<file path="config.mk">
export PLATFORM = sky130hd
export DESIGN_NAME = rpc_record_header_parser_core_flat
export DESIGN_NICKNAME = d
export VERILOG_FILES = /design/src/hdl/rrhp_pkg.sv /design/src/hdl/rrhp_byte_if.sv /design/src/hdl/rrhp_parse.sv /design/src/hdl/rrhp_out.sv /design/src/hdl/rpc_record_header_parser_core.sv /design/src/flat_wrapper.sv
export SDC_FILE = /design/constraint.sdc
export NUM_CORES = 2
export LEC_CHECK = 0
export BUFFER_PORTS_ARGS = -buffer_cell sky130_fd_sc_hd__clkbuf_2
export CORE_MARGIN = 2
export CORE_UTILIZATION = 43
export CTS_CLUSTER_DIAMETER = 50
export CTS_CLUSTER_SIZE = 28
export DETAILED_ROUTE_END_ITERATION = 12
export GPL_TIMING_DRIVEN = 0
export PLACE_DENSITY = 0.67
export SETUP_SLACK_MARGIN = 0.5
export SYNTH_ARGS = -nofsm -noshare
export SYNTH_HDL_FRONTEND = slang
export SYNTH_SLANG_ARGS = --single-unit
</file>
<file path="constraint.sdc">
create_clock -name clk -period 33.5 [get_ports clk]
set_clock_uncertainty 0.1 [all_clocks]
set_input_delay 6.7 -clock clk [delete_from_list [all_inputs] [get_ports clk]]
set_output_delay 6.7 -clock clk [all_outputs]
set_load 0.005 [all_outputs]
</file>
<file path="src/hdl/rrhp_pkg.sv">
// Shared types, constants and field tables of the RPC record header parser.
`timescale 1ns / 1ps
`default_nettype none

package rrhp_pkg;

    localparam int unsigned OPAQUE_MAX = 400;
    localparam logic [9:0]  HLEN_MAX   = 10'd1023;
    localparam logic [30:0] MAX_FRAG_RESET = 31'd1048576;

    // Configuration register indexes
    localparam logic CFG_DIRECTION    = 1'b0;
    localparam logic CFG_MAX_FRAG_LEN = 1'b1;

    // Header word slots
    localparam logic [3:0] SLOT_XID    = 4'd0;
    localparam logic [3:0] SLOT_MTYPE  = 4'd1;
    localparam logic [3:0] SLOT_RPCV   = 4'd2;
    localparam logic [3:0] SLOT_PROG   = 4'd3;
    localparam logic [3:0] SLOT_VERS   = 4'd4;
    localparam logic [3:0] SLOT_PROC   = 4'd5;
    localparam logic [3:0] SLOT_CRED   = 4'd6;
    localparam logic [3:0] SLOT_VERF   = 4'd7;
    localparam logic [3:0] SLOT_RSTAT  = 4'd8;
    localparam logic [3:0] SLOT_ASTAT  = 4'd9;

    localparam logic [3:0] CALL_FIELDS  = 4'd12;
    localparam logic [3:0] REPLY_FIELDS = 4'd7;

    typedef enum logic [2:0] {
        EV_HDR_DONE   = 3'd0,
        EV_MSG_DONE   = 3'd1,
        EV_FRAG_LARGE = 3'd2,
        EV_FRAG_ZERO  = 3'd3,
        EV_WRONG_DIR  = 3'd4,
        EV_INCOMPLETE = 3'd5
    } event_t;

    typedef enum logic {
        PH_MARK = 1'b0,
        PH_BODY = 1'b1
    } phase_t;

    typedef enum logic [1:0] {
        K_WORD = 2'd0,
        K_LEN  = 2'd1,
        K_BODY = 2'd2
    } kind_t;

    // Results caused by one byte: one event, or header done followed by message done
    typedef struct packed {
        event_t      ev0;
        logic        two;
        logic [31:0] xid;
        logic [31:0] rpc_version;
        logic [31:0] program_number;
        logic [31:0] program_version;
        logic [31:0] procedure_number;
        logic [31:0] cred_flavor;
        logic [31:0] verf_flavor;
        logic [31:0] reply_status;
        logic [31:0] accept_status;
        logic [9:0]  hlen;
    } result_group_t;

    function automatic kind_t field_kind(input logic dir, input logic [3:0] pos);
        kind_t k;
        k = K_WORD;
        if (!dir)
        begin
            case (pos)
                4'd7, 4'd10: k = K_LEN;
                4'd8, 4'd11: k = K_BODY;
                default:     k = K_WORD;
            endcase
        end
        else
        begin
            case (pos)
                4'd4:    k = K_LEN;
                4'd5:    k = K_BODY;
                default: k = K_WORD;
            endcase
        end
        return k;
    endfunction

    function automatic logic [3:0] field_slot(input logic dir, input logic [3:0] pos);
        logic [3:0] s;
        s = SLOT_XID;
        if (!dir)
        begin
            case (pos)
                4'd1:    s = SLOT_MTYPE;
                4'd2:    s = SLOT_RPCV;
                4'd3:    s = SLOT_PROG;
                4'd4:    s = SLOT_VERS;
                4'd5:    s = SLOT_PROC;
                4'd6:    s = SLOT_CRED;
                4'd9:    s = SLOT_VERF;
                default: s = SLOT_XID;
            endcase
        end
        else
        begin
            case (pos)
                4'd1:    s = SLOT_MTYPE;
                4'd2:    s = SLOT_RSTAT;
                4'd3:    s = SLOT_VERF;
                4'd6:    s = SLOT_ASTAT;
                default: s = SLOT_XID;
            endcase
        end
        return s;
    endfunction

endpackage

`default_nettype wire

</file>
<file path="src/hdl/rrhp_byte_if.sv">
// Stream byte channel and result channel of the RPC record header parser.
`timescale 1ns / 1ps
`default_nettype none

interface rrhp_byte_if;
    logic       valid;
    logic       ready;
    logic [7:0] data_byte;

    modport source (output valid, output data_byte, input ready);
    modport sink   (input valid, input data_byte, output ready);
endinterface

interface rrhp_result_if;
    logic        valid;
    logic        ready;
    logic [2:0]  event_res;
    logic [31:0] xid;
    logic [31:0] rpc_version;
    logic [31:0] program_number;
    logic [31:0] program_version;
    logic [31:0] procedure_number;
    logic [31:0] cred_flavor;
    logic [31:0] verf_flavor;
    logic [31:0] reply_status;
    logic [31:0] accept_status;
    logic [9:0]  header_length;
    logic        last_of_run;

    modport source (output valid, output event_res, output xid, output rpc_version,
                    output program_number, output program_version,
                    output procedure_number, output cred_flavor, output verf_flavor,
                    output reply_status, output accept_status, output header_length,
                    output last_of_run, input ready);
    modport sink   (input valid, input event_res, input xid, input rpc_version,
                    input program_number, input program_version,
                    input procedure_number, input cred_flavor, input verf_flavor,
                    input reply_status, input accept_status, input header_length,
                    input last_of_run, output ready);
endinterface

`default_nettype wire

</file>
<file path="src/hdl/rrhp_parse.sv">
// Record marker tracker and header field walker, one byte per cycle while results can load.
`timescale 1ns / 1ps
`default_nettype none

module rrhp_parse import rrhp_pkg::*;
(
    input  wire logic          clk,
    input  wire logic          rst_n,
    input  wire logic          direction,
    input  wire logic [30:0]   max_frag_len,
    input  wire logic          byte_valid,
    input  wire logic [7:0]    data_byte,
    input  wire logic          can_load,
    output logic               advance,
    output logic               load,
    output result_group_t      group
);

    phase_t            phase_reg, phase_next;
    logic [1:0]        mcnt_reg, mcnt_next;
    logic [31:0]       mshift_reg, mshift_next;
    logic              last_reg, last_next;
    logic [30:0]       frem_reg, frem_next;
    logic [3:0]        fpos_reg, fpos_next;
    logic [1:0]        fcnt_reg, fcnt_next;
    logic [31:0]       fshift_reg, fshift_next;
    logic [8:0]        orem_reg, orem_next;
    logic              hc_reg, hc_next;
    logic [9:0][31:0]  words_reg, words_next;
    logic [9:0]        hbc_reg, hbc_next;

    // Values before a message clear is applied
    phase_t            phase_w;
    logic [1:0]        mcnt_w;
    logic [31:0]       mshift_w;
    logic              last_w;
    logic [30:0]       frem_w;
    logic [3:0]        fpos_w;
    logic [1:0]        fcnt_w;
    logic [31:0]       fshift_w;
    logic [8:0]        orem_w;
    logic              hc_w;
    logic [9:0][31:0]  words_w;
    logic [9:0]        hbc_w;

    logic              fail;
    event_t            fail_code;
    logic              hdr_done;
    logic              msg_done;
    logic              clear_msg;
    logic              has_result;

    logic [3:0]        nfields;
    kind_t             kind;
    logic [3:0]        slot;
    logic [4:0]        pos;
    logic [30:0]       size;
    logic [31:0]       word;
    logic [32:0]       rounded;
    logic [8:0]        opaque_len;

    assign nfields = direction ? REPLY_FIELDS : CALL_FIELDS;
    assign kind    = field_kind(direction, fpos_reg);
    assign slot    = field_slot(direction, fpos_reg);
    assign size    = mshift_w[30:0];
    assign word    = fshift_w;
    assign rounded = ({1'b0, word} + 33'd3) & ~33'd3;
    assign opaque_len = (rounded > 33'(OPAQUE_MAX)) ? 9'(OPAQUE_MAX) : rounded[8:0];

    always_comb
    begin
        phase_w   = phase_reg;
        mcnt_w    = mcnt_reg;
        mshift_w  = mshift_reg;
        last_w    = last_reg;
        frem_w    = frem_reg;
        fpos_w    = fpos_reg;
        fcnt_w    = fcnt_reg;
        fshift_w  = fshift_reg;
        orem_w    = orem_reg;
        hc_w      = hc_reg;
        words_w   = words_reg;
        fail      = 1'b0;
        fail_code = EV_INCOMPLETE;
        hdr_done  = 1'b0;
        msg_done  = 1'b0;
        pos       = {1'b0, fpos_reg};

        hbc_w = (!hc_reg && hbc_reg != HLEN_MAX) ? hbc_reg + 10'd1 : hbc_reg;

        if (phase_reg == PH_MARK)
        begin
            mshift_w = {mshift_reg[23:0], data_byte};
            mcnt_w   = mcnt_reg + 2'd1;
            if (mcnt_reg == 2'd3)
            begin
                last_w = mshift_w[31];
                if (size > max_frag_len)
                begin
                    fail      = 1'b1;
                    fail_code = EV_FRAG_LARGE;
                end
                else if (size == 31'd0)
                begin
                    fail      = 1'b1;
                    fail_code = EV_FRAG_ZERO;
                end
                else
                begin
                    frem_w  = size;
                    phase_w = PH_BODY;
                end
            end
        end
        else
        begin
            if (!hc_reg && fpos_reg < nfields)
            begin
                if (kind == K_BODY)
                begin
                    orem_w = (orem_reg != 9'd0) ? orem_reg - 9'd1 : orem_reg;
                    if (orem_w == 9'd0)
                        pos = pos + 5'd1;
                end
                else
                begin
                    fshift_w = {fshift_reg[23:0], data_byte};
                    fcnt_w   = fcnt_reg + 2'd1;
                    if (fcnt_reg == 2'd3)
                    begin
                        if (kind == K_WORD)
                        begin
                            words_w[slot] = word;
                            if (slot == SLOT_MTYPE && word != {31'd0, direction})
                            begin
                                fail      = 1'b1;
                                fail_code = EV_WRONG_DIR;
                            end
                            pos = pos + 5'd1;
                        end
                        else
                        begin
                            orem_w = opaque_len;
                            // skip the body step of an empty opaque
                            pos = (opaque_len == 9'd0) ? pos + 5'd2 : pos + 5'd1;
                        end
                    end
                end
                fpos_w = pos[3:0];
                if (!fail && pos >= {1'b0, nfields})
                begin
                    hc_w     = 1'b1;
                    hdr_done = 1'b1;
                end
            end

            if (!fail)
            begin
                frem_w = (frem_reg != 31'd0) ? frem_reg - 31'd1 : frem_reg;
                if (frem_w == 31'd0)
                begin
                    if (!hc_w)
                    begin
                        fail      = 1'b1;
                        fail_code = EV_INCOMPLETE;
                    end
                    else if (last_reg)
                    begin
                        msg_done = 1'b1;
                    end
                    else
                    begin
                        // await the marker of the next fragment
                        phase_w  = PH_MARK;
                        mcnt_w   = 2'd0;
                        mshift_w = 32'd0;
                    end
                end
            end
        end
    end

    assign clear_msg  = fail || msg_done;
    assign has_result = fail || hdr_done || msg_done;
    assign advance    = byte_valid && (!has_result || can_load);
    assign load       = advance && has_result;

    always_comb
    begin
        if (clear_msg)
        begin
            phase_next  = PH_MARK;
            mcnt_next   = 2'd0;
            mshift_next = 32'd0;
            last_next   = 1'b0;
            frem_next   = 31'd0;
            fpos_next   = 4'd0;
            fcnt_next   = 2'd0;
            fshift_next = 32'd0;
            orem_next   = 9'd0;
            hc_next     = 1'b0;
            words_next  = '0;
            hbc_next    = 10'd0;
        end
        else
        begin
            phase_next  = phase_w;
            mcnt_next   = mcnt_w;
            mshift_next = mshift_w;
            last_next   = last_w;
            frem_next   = frem_w;
            fpos_next   = fpos_w;
            fcnt_next   = fcnt_w;
            fshift_next = fshift_w;
            orem_next   = orem_w;
            hc_next     = hc_w;
            words_next  = words_w;
            hbc_next    = hbc_w;
        end
    end

    always_comb
    begin
        group = '0;
        if (fail)
        begin
            group.ev0 = fail_code;
        end
        else
        begin
            group.ev0              = hdr_done ? EV_HDR_DONE : EV_MSG_DONE;
            group.two              = hdr_done && msg_done;
            group.xid              = words_w[SLOT_XID];
            group.rpc_version      = words_w[SLOT_RPCV];
            group.program_number   = words_w[SLOT_PROG];
            group.program_version  = words_w[SLOT_VERS];
            group.procedure_number = words_w[SLOT_PROC];
            group.cred_flavor      = words_w[SLOT_CRED];
            group.verf_flavor      = words_w[SLOT_VERF];
            group.reply_status     = words_w[SLOT_RSTAT];
            group.accept_status    = words_w[SLOT_ASTAT];
            group.hlen             = hbc_w;
        end
    end

    always_ff @(posedge clk or negedge rst_n)
    begin
        if (!rst_n)
        begin
            phase_reg  <= PH_MARK;
            mcnt_reg   <= 2'd0;
            mshift_reg <= 32'd0;
            last_reg   <= 1'b0;
            frem_reg   <= 31'd0;
            fpos_reg   <= 4'd0;
            fcnt_reg   <= 2'd0;
            fshift_reg <= 32'd0;
            orem_reg   <= 9'd0;
            hc_reg     <= 1'b0;
            words_reg  <= '0;
            hbc_reg    <= 10'd0;
        end
        else if (advance)
        begin
            phase_reg  <= phase_next;
            mcnt_reg   <= mcnt_next;
            mshift_reg <= mshift_next;
            last_reg   <= last_next;
            frem_reg   <= frem_next;
            fpos_reg   <= fpos_next;
            fcnt_reg   <= fcnt_next;
            fshift_reg <= fshift_next;
            orem_reg   <= orem_next;
            hc_reg     <= hc_next;
            words_reg  <= words_next;
            hbc_reg    <= hbc_next;
        end
    end

endmodule

`default_nettype wire

</file>
<file path="src/hdl/rrhp_out.sv">
// Result register: holds the results of one byte and sends them one per transfer.
`timescale 1ns / 1ps
`default_nettype none

module rrhp_out import rrhp_pkg::*;
(
    input  wire logic           clk,
    input  wire logic           rst_n,
    input  wire logic           load,
    input  wire result_group_t  group,
    output logic                can_load,
    rrhp_result_if.source       result
);

    logic           valid_reg, valid_next;
    logic           second_reg, second_next;
    result_group_t  grp_reg;
    logic           is_last;
    logic           xfer;

    assign is_last  = !grp_reg.two || second_reg;
    assign xfer     = valid_reg && result.ready;
    assign can_load = !valid_reg || (result.ready && is_last);

    always_comb
    begin
        valid_next  = valid_reg;
        second_next = second_reg;
        if (load)
        begin
            valid_next  = 1'b1;
            second_next = 1'b0;
        end
        else if (xfer)
        begin
            // advance to message done, or drop the finished group
            if (is_last)
                valid_next = 1'b0;
            else
                second_next = 1'b1;
        end
    end

    always_ff @(posedge clk or negedge rst_n)
    begin
        if (!rst_n)
        begin
            valid_reg  <= 1'b0;
            second_reg <= 1'b0;
        end
        else
        begin
            valid_reg  <= valid_next;
            second_reg <= second_next;
        end
    end

    always_ff @(posedge clk)
    begin
        if (load)
            grp_reg <= group;
    end

    assign result.valid            = valid_reg;
    assign result.event_res        = second_reg ? EV_MSG_DONE : grp_reg.ev0;
    assign result.xid              = grp_reg.xid;
    assign result.rpc_version      = grp_reg.rpc_version;
    assign result.program_number   = grp_reg.program_number;
    assign result.program_version  = grp_reg.program_version;
    assign result.procedure_number = grp_reg.procedure_number;
    assign result.cred_flavor      = grp_reg.cred_flavor;
    assign result.verf_flavor      = grp_reg.verf_flavor;
    assign result.reply_status     = grp_reg.reply_status;
    assign result.accept_status    = grp_reg.accept_status;
    assign result.header_length    = grp_reg.hlen;
    assign result.last_of_run      = is_last;

endmodule

`default_nettype wire

</file>
<file path="src/hdl/rpc_record_header_parser_core.sv">
// Top level of the ONC RPC record marking header parser.
`timescale 1ns / 1ps
`default_nettype none

// Parses an ONC RPC over TCP byte stream, one byte per transfer on stream.
// A byte is taken into an input register, then advances the record marker
// tracker and the header field walker and, if it causes any, loads its
// results into the result register. Sustained rate is one byte per cycle
// while results are taken; a byte that ends both the header and the message
// gives two results and holds the next result-causing byte until its second
// result is taken, since the result register sends one result per transfer.
// Errors report zero header fields and return the parser to awaiting a
// message marker. Write direction and max_frag_len only while no byte is in
// flight.

module rpc_record_header_parser_core import rrhp_pkg::*;
(
    input  wire logic         clk,
    input  wire logic         rst_n,
    input  wire logic         cfg_we,
    input  wire logic         cfg_index,
    input  wire logic [30:0]  cfg_data,
    rrhp_byte_if.sink         stream,
    rrhp_result_if.source     result
);

    logic           direction_reg;
    logic [30:0]    max_frag_reg;
    logic           byte_valid_reg;
    logic [7:0]     byte_reg;
    logic           advance;
    logic           load;
    logic           can_load;
    result_group_t  group;

    always_ff @(posedge clk or negedge rst_n)
    begin
        if (!rst_n)
        begin
            direction_reg <= 1'b0;
            max_frag_reg  <= MAX_FRAG_RESET;
        end
        else if (cfg_we)
        begin
            case (cfg_index)
                CFG_DIRECTION:    direction_reg <= cfg_data[0];
                CFG_MAX_FRAG_LEN: max_frag_reg  <= cfg_data;
                default:          max_frag_reg  <= max_frag_reg;
            endcase
        end
    end

    assign stream.ready = !byte_valid_reg || advance;

    always_ff @(posedge clk or negedge rst_n)
    begin
        if (!rst_n)
            byte_valid_reg <= 1'b0;
        else if (stream.ready)
            byte_valid_reg <= stream.valid;
    end

    always_ff @(posedge clk)
    begin
        if (stream.ready && stream.valid)
            byte_reg <= stream.data_byte;
    end

    rrhp_parse u_parse (
        .clk          (clk),
        .rst_n        (rst_n),
        .direction    (direction_reg),
        .max_frag_len (max_frag_reg),
        .byte_valid   (byte_valid_reg),
        .data_byte    (byte_reg),
        .can_load     (can_load),
        .advance      (advance),
        .load         (load),
        .group        (group)
    );

    rrhp_out u_out (
        .clk      (clk),
        .rst_n    (rst_n),
        .load     (load),
        .group    (group),
        .can_load (can_load),
        .result   (result)
    );

endmodule

`default_nettype wire

</file>
<file path="src/flat_wrapper.sv">
// flat-port wrapper written by rule: the top's interface ports become plain ports
module rpc_record_header_parser_core_flat import rrhp_pkg::*;
  (clk, rst_n, cfg_we, cfg_index, cfg_data, stream_valid, stream_data_byte, stream_ready, result_valid, result_event_res, result_xid, result_rpc_version, result_program_number, result_program_version, result_procedure_number, result_cred_flavor, result_verf_flavor, result_reply_status, result_accept_status, result_header_length, result_last_of_run, result_ready);
  rrhp_byte_if stream_i ();
  rrhp_result_if result_i ();
  input  wire logic clk;
  input  wire logic rst_n;
  input  wire logic cfg_we;
  input  wire logic cfg_index;
  input  wire logic [30:0] cfg_data;
  input wire logic [$bits(stream_i.valid)-1:0] stream_valid;
  input wire logic [$bits(stream_i.data_byte)-1:0] stream_data_byte;
  output wire logic [$bits(stream_i.ready)-1:0] stream_ready;
  output wire logic [$bits(result_i.valid)-1:0] result_valid;
  output wire logic [$bits(result_i.event_res)-1:0] result_event_res;
  output wire logic [$bits(result_i.xid)-1:0] result_xid;
  output wire logic [$bits(result_i.rpc_version)-1:0] result_rpc_version;
  output wire logic [$bits(result_i.program_number)-1:0] result_program_number;
  output wire logic [$bits(result_i.program_version)-1:0] result_program_version;
  output wire logic [$bits(result_i.procedure_number)-1:0] result_procedure_number;
  output wire logic [$bits(result_i.cred_flavor)-1:0] result_cred_flavor;
  output wire logic [$bits(result_i.verf_flavor)-1:0] result_verf_flavor;
  output wire logic [$bits(result_i.reply_status)-1:0] result_reply_status;
  output wire logic [$bits(result_i.accept_status)-1:0] result_accept_status;
  output wire logic [$bits(result_i.header_length)-1:0] result_header_length;
  output wire logic [$bits(result_i.last_of_run)-1:0] result_last_of_run;
  input wire logic [$bits(result_i.ready)-1:0] result_ready;
  assign stream_i.valid = stream_valid;
  assign stream_i.data_byte = stream_data_byte;
  assign stream_ready = stream_i.ready;
  assign result_valid = result_i.valid;
  assign result_event_res = result_i.event_res;
  assign result_xid = result_i.xid;
  assign result_rpc_version = result_i.rpc_version;
  assign result_program_number = result_i.program_number;
  assign result_program_version = result_i.program_version;
  assign result_procedure_number = result_i.procedure_number;
  assign result_cred_flavor = result_i.cred_flavor;
  assign result_verf_flavor = result_i.verf_flavor;
  assign result_reply_status = result_i.reply_status;
  assign result_accept_status = result_i.accept_status;
  assign result_header_length = result_i.header_length;
  assign result_last_of_run = result_i.last_of_run;
  assign result_i.ready = result_ready;
  rpc_record_header_parser_core u_core (.clk(clk), .rst_n(rst_n), .cfg_we(cfg_we), .cfg_index(cfg_index), .cfg_data(cfg_data), .stream(stream_i), .result(result_i));
endmodule
</file>
==> results by stage <==
Setup path:
- For this run, the slowest stage of the critical path takes 580 ps.
- The worst setup path is launched from a flop.
- Data on the critical path is required at its endpoint by 26,700 ps.
- The dominant cell type by count on the critical path is sky130_fd_sc_hd__a21oi_1.
- The setup path with the least slack is of type flop to primary output.
- STA puts the critical path data arrival time at 10,930 ps.
- The largest individual stage delay along the critical path comes from the cell sky130_fd_sc_hd__a21oi_1.
- The type of element capturing the critical path is a primary output.
- The largest driver fanout on the critical path is 10.

Power and ir drop:
- The logic gate share of total power is 40.1%.
- In this run switching power makes up 42.0% of total power.
- For this design the total switching power over the nets is 1.64 mW.
- Of the total power, registers draw 33.6%.
- The worst-case vdd ir drop is 0.0000576 V.
- For this design the static power due to leakage is 18.7 nW.
- Dividing total power by cell area gives a power density of 86.1 mW/mm2.
- The design draws 3.90 mW.
- The internal power of the cells is 2.26 mW.
- The part of the power in the clock network is 26.3%.

Clock tree:
- Buffers inserted during clock tree synthesis total 87.
- The number of hold buffers added after CTS is 0.
- The master cell of the clock root buffer is sky130_fd_sc_hd__clkbuf_16.
- The number of levels the H-tree was split into is 3.
- After clock tree synthesis, the repair step resized 0 gates.
- Clock latency on the worst-skew pair, taken at its later pin, is 660 ps.
- The TritonCTS clock tree is built.
- Buffers added to address setup during post-CTS repair amount to 0.
- The tree built by TritonCTS fans out to 757 sinks.
- The clock slew at the register clock pins of the worst setup and hold paths is 70 ps.
- In this run the deepest clock path goes through 3 buffers.

Cells and area:
- Once layout is complete, the cells apart from fillers number 5,248.
- The synthesis-to-layout area growth is 17.7%.
- The register with the most flip-flops in the layout has 288 of them.
- At the end of the flow the core is filled with cells to 51.1%.
- The finished cells cover 0.0453 mm2.
- Of the cells placed in the final design, the portion with a size suffix greater than 1 is 25.9%.
- The layout net count is 4,097.
- The number of inserted filler cells in the final layout is 7,906.

Global route:
- The largest net degree at the start of global routing is 102.
- The aggregate global routing overflow is 0.
- The initial antenna violation count came to 5.
- For this run, the total global-route usage over all layers was measured as 28.9%.
- The number of global-route vias before repair is 30,000.
- The global-route wire length before repair is 197 mm.

Hold path:
- The tightest min-delay check is of the flop to flop type.

Timing:
- The remaining max-slew budget at the tightest pin is -4.11%.
- The count of final hold-check violations is 0.
- The part of the cycle the worst path needs is 52.9%.
- The transition time at the pin with the least slew margin is 1520 ps.
- Setup violations remaining at the end of the flow were counted as 0.
- The total count of max-transition violations in the final report came to 12.
- In the final timing run, aggregate negative setup slack is 0 ps.
- Setup repair after global routing left no endpoint under its margin.
- The smallest clock period supported by the final layout is computed as 17,730 ps.
- Timing would allow up to 0.0564 GHz.

Drt:
- The first routing iteration left 3,699 violations.
- The final layout contains routed wiring with a total length of 135 mm.
- The detailed-route via count is 31,300.
- For this run, design rule violations remaining after detail routing come to 0.
- The average vias per placed instance is 5.97.
- The number of nets with antenna violations after routing is 0.
- The first detailed-routing pass took 6 iterations.
- After detailed routing, the average wire length per cell comes to 25.7 um.

Logic synthesis:
- Synthesis produced a netlist with a net count of 3,641.
- The fraction of post-synthesis cell area in the top cell type by area is 29.0%.
- The combined area of all synthesized cells is 0.0385 mm2.
- The share of async-settable or async-resettable flops after synthesis is 59.0%.
- Yosys attributes the largest share of cell area to sky130_fd_sc_hd__dfrtp_1, sky130_fd_sc_hd__edfxtp_1, sky130_fd_sc_hd__o2bb2ai_1, sky130_fd_sc_hd__buf_4, sky130_fd_sc_hd__nor2_1.
- The biggest area contributor in the post-synthesis netlist is sky130_fd_sc_hd__dfrtp_1.
- The main flop type after synthesis is sky130_fd_sc_hd__dfrtp_1.
- Counting flops and latches in the post-synthesis netlist gives 757.
- The share of the Yosys chip area taken by registers is 53.3%.
- The average cell area after synthesis is 10.8 um2.
- The number of different library cells used by synthesis comes to 105.
- The count of flip-flops with a built-in enable after synthesis is 310.
- The count of yosys warnings during synthesis is 0.
- Synthesis handed over a netlist of 3,550 instances.

Placement:
- In this run, placement finished with an instance count of 5,082.
- The placement-stage cell area is 0.0421 mm2.
- Routability-driven placement finished with a final weighted congestion of 0.975.
- During placement, the flow inserted port buffers numbering 348.
- The wire-length estimate of the detail-placed layout is 97.0 mm.

Die:
- The width of the chip is 303 um.
- The die covers 0.0919 mm2.
- The initial core utilization is 43.5%.
- The core region area is 0.0885 mm2.
- The initialized floorplan defines 109 standard-cell rows.
- During I/O placement, the number of pins put on the boundary was 349.
- The die span in y is 303 um.

Outcome:
- The checks that failed: capacitance limit, slew limit.
- The flow ran to the end, but the final reports show violations.

Job:
- Max-cap violations in this run came to 4.
[through the flow]
| step | setup WS, ps | hold slack, ps |
|---|---|---|
| 2_1_floorplan | 12030 | 344 |
| 3_3_place_gp | 4110 | 359 |
| 5_1_grt | 14850 | 398 |
| 3_5_place_dp | 16620 | 374 |
| 6_report | 15770 | 385 |
| 4_1_cts | 15900 | 391 |
[per-layer routing]
metal	routed length, um	global-route usage (%)
met1	54000	38.7
met2	60100	44.2
met3	13100	6.26
met4	7670	15.2
met5	0	0
[Yosys cell counts, types with 53 or more instances]
| cell | instances |
|---|---|
| sky130_fd_sc_hd__buf_2 | 76 |
| sky130_fd_sc_hd__nand2_1 | 116 |
| sky130_fd_sc_hd__o21ai_0 | 59 |
| sky130_fd_sc_hd__clkbuf_1 | 180 |
| sky130_fd_sc_hd__o2bb2ai_1 | 288 |
| sky130_fd_sc_hd__edfxtp_1 | 310 |
| sky130_fd_sc_hd__nor3_1 | 53 |
| sky130_fd_sc_hd__a211oi_1 | 227 |
| sky130_fd_sc_hd__nor2_1 | 477 |
| sky130_fd_sc_hd__buf_4 | 332 |
| sky130_fd_sc_hd__a21oi_1 | 110 |
| sky130_fd_sc_hd__inv_1 | 84 |
| sky130_fd_sc_hd__dfrtp_1 | 446 |
[final timing paths]
kind | from | end | slack (ps) | depth (start not counted)
worst min-delay path | u_core.u_parse.words_reg[297] | u_core.u_parse.words_reg[297] | 390 | 1
max in group asynchronous | rst_n | u_core.u_parse.words_reg[224] | 25430 | 4
worst max register to register | u_core.direction_reg | u_core.u_out.result.program_number[30] | 21040 | 45
min in group asynchronous | rst_n | u_core.u_parse.words_reg[155] | 6020 | 1
worst min register to register | u_core.u_parse.words_reg[297] | u_core.u_parse.words_reg[297] | 390 | 1
worst max-delay path | u_core.direction_reg | stream_ready | 15770 | 39
[cell families after synthesis]
logic type / Yosys count / share of synthesized area (%)
AOI/OAI and AO/OA: 1012 / 20.5
and+or+nand+nor: 928 / 11.3
DFF: 757 / 53.3
buffers and inverters: 693 / 10.4
muxes: 82 / 2.26
adders and majority gates: 46 / 1.50
xor gates and xnor gates: 32 / 0.728
[critical path: cells and delay by family (launching register included)]
kind	cells	cell delay, ps
adder cells (fa/ha/maj)	3	900
buffers and inverters	8	2230
AO/OA/AOI/OAI	19	4810
AND/OR/NAND/NOR	9	1770
flip-flops	1	520
[cell usage in the layout, fill, tap and decap left out, drive strengths merged, types with 20 or more instances in the layout]
cell	Yosys	routed
a21o	35	35
or3	26	26
nor2	478	478
buf	427	446
nand2	117	117
o2bb2ai	288	288
a211oi	232	232
o31ai	45	45
inv	84	115
nor3	57	57
o21ai	77	77
ha	46	46
nand3	51	51
nand4	34	34
a21oi	110	110
and2	25	25
mux2	37	37
mux2i	45	45
edfxtp	310	310
clkbuf	182	623
nor2b	20	20
a31o	24	24
clkinv	0	30
dfrtp	446	446
a22o	34	34
nor4	43	43
[cell type report]
cell class | instances | area [um2] | area share (%)
Sequential cell | 757 | 20500 | 45.3
Timing Repair Buffer | 367 | 2120 | 4.68
Inverter | 84 | 315 | 0.696
Antenna cell | 5 | 12.5 | 0.0276
Clock buffer | 93 | 2220 | 4.91
Multi-Input combinational cell | 2100 | 14000 | 31.0
Buffer | 609 | 3690 | 8.15
Clock inverter | 68 | 932 | 2.06
Tap cell | 1165 | 1460 | 3.22
[power by group through the flow]
stage	clock network, mW	registers [mW]	logic [mW]
4_1_cts	1.04	1.30	1.52
3_5_place_dp	0	1.32	1.52
2_1_floorplan	0	1.31	0.935
6_report	1.03	1.31	1.56
3_3_place_gp	0	1.38	1.46
5_1_grt	1.07	1.33	1.65
No activity file was read; power rests on OpenSTA's default activity.
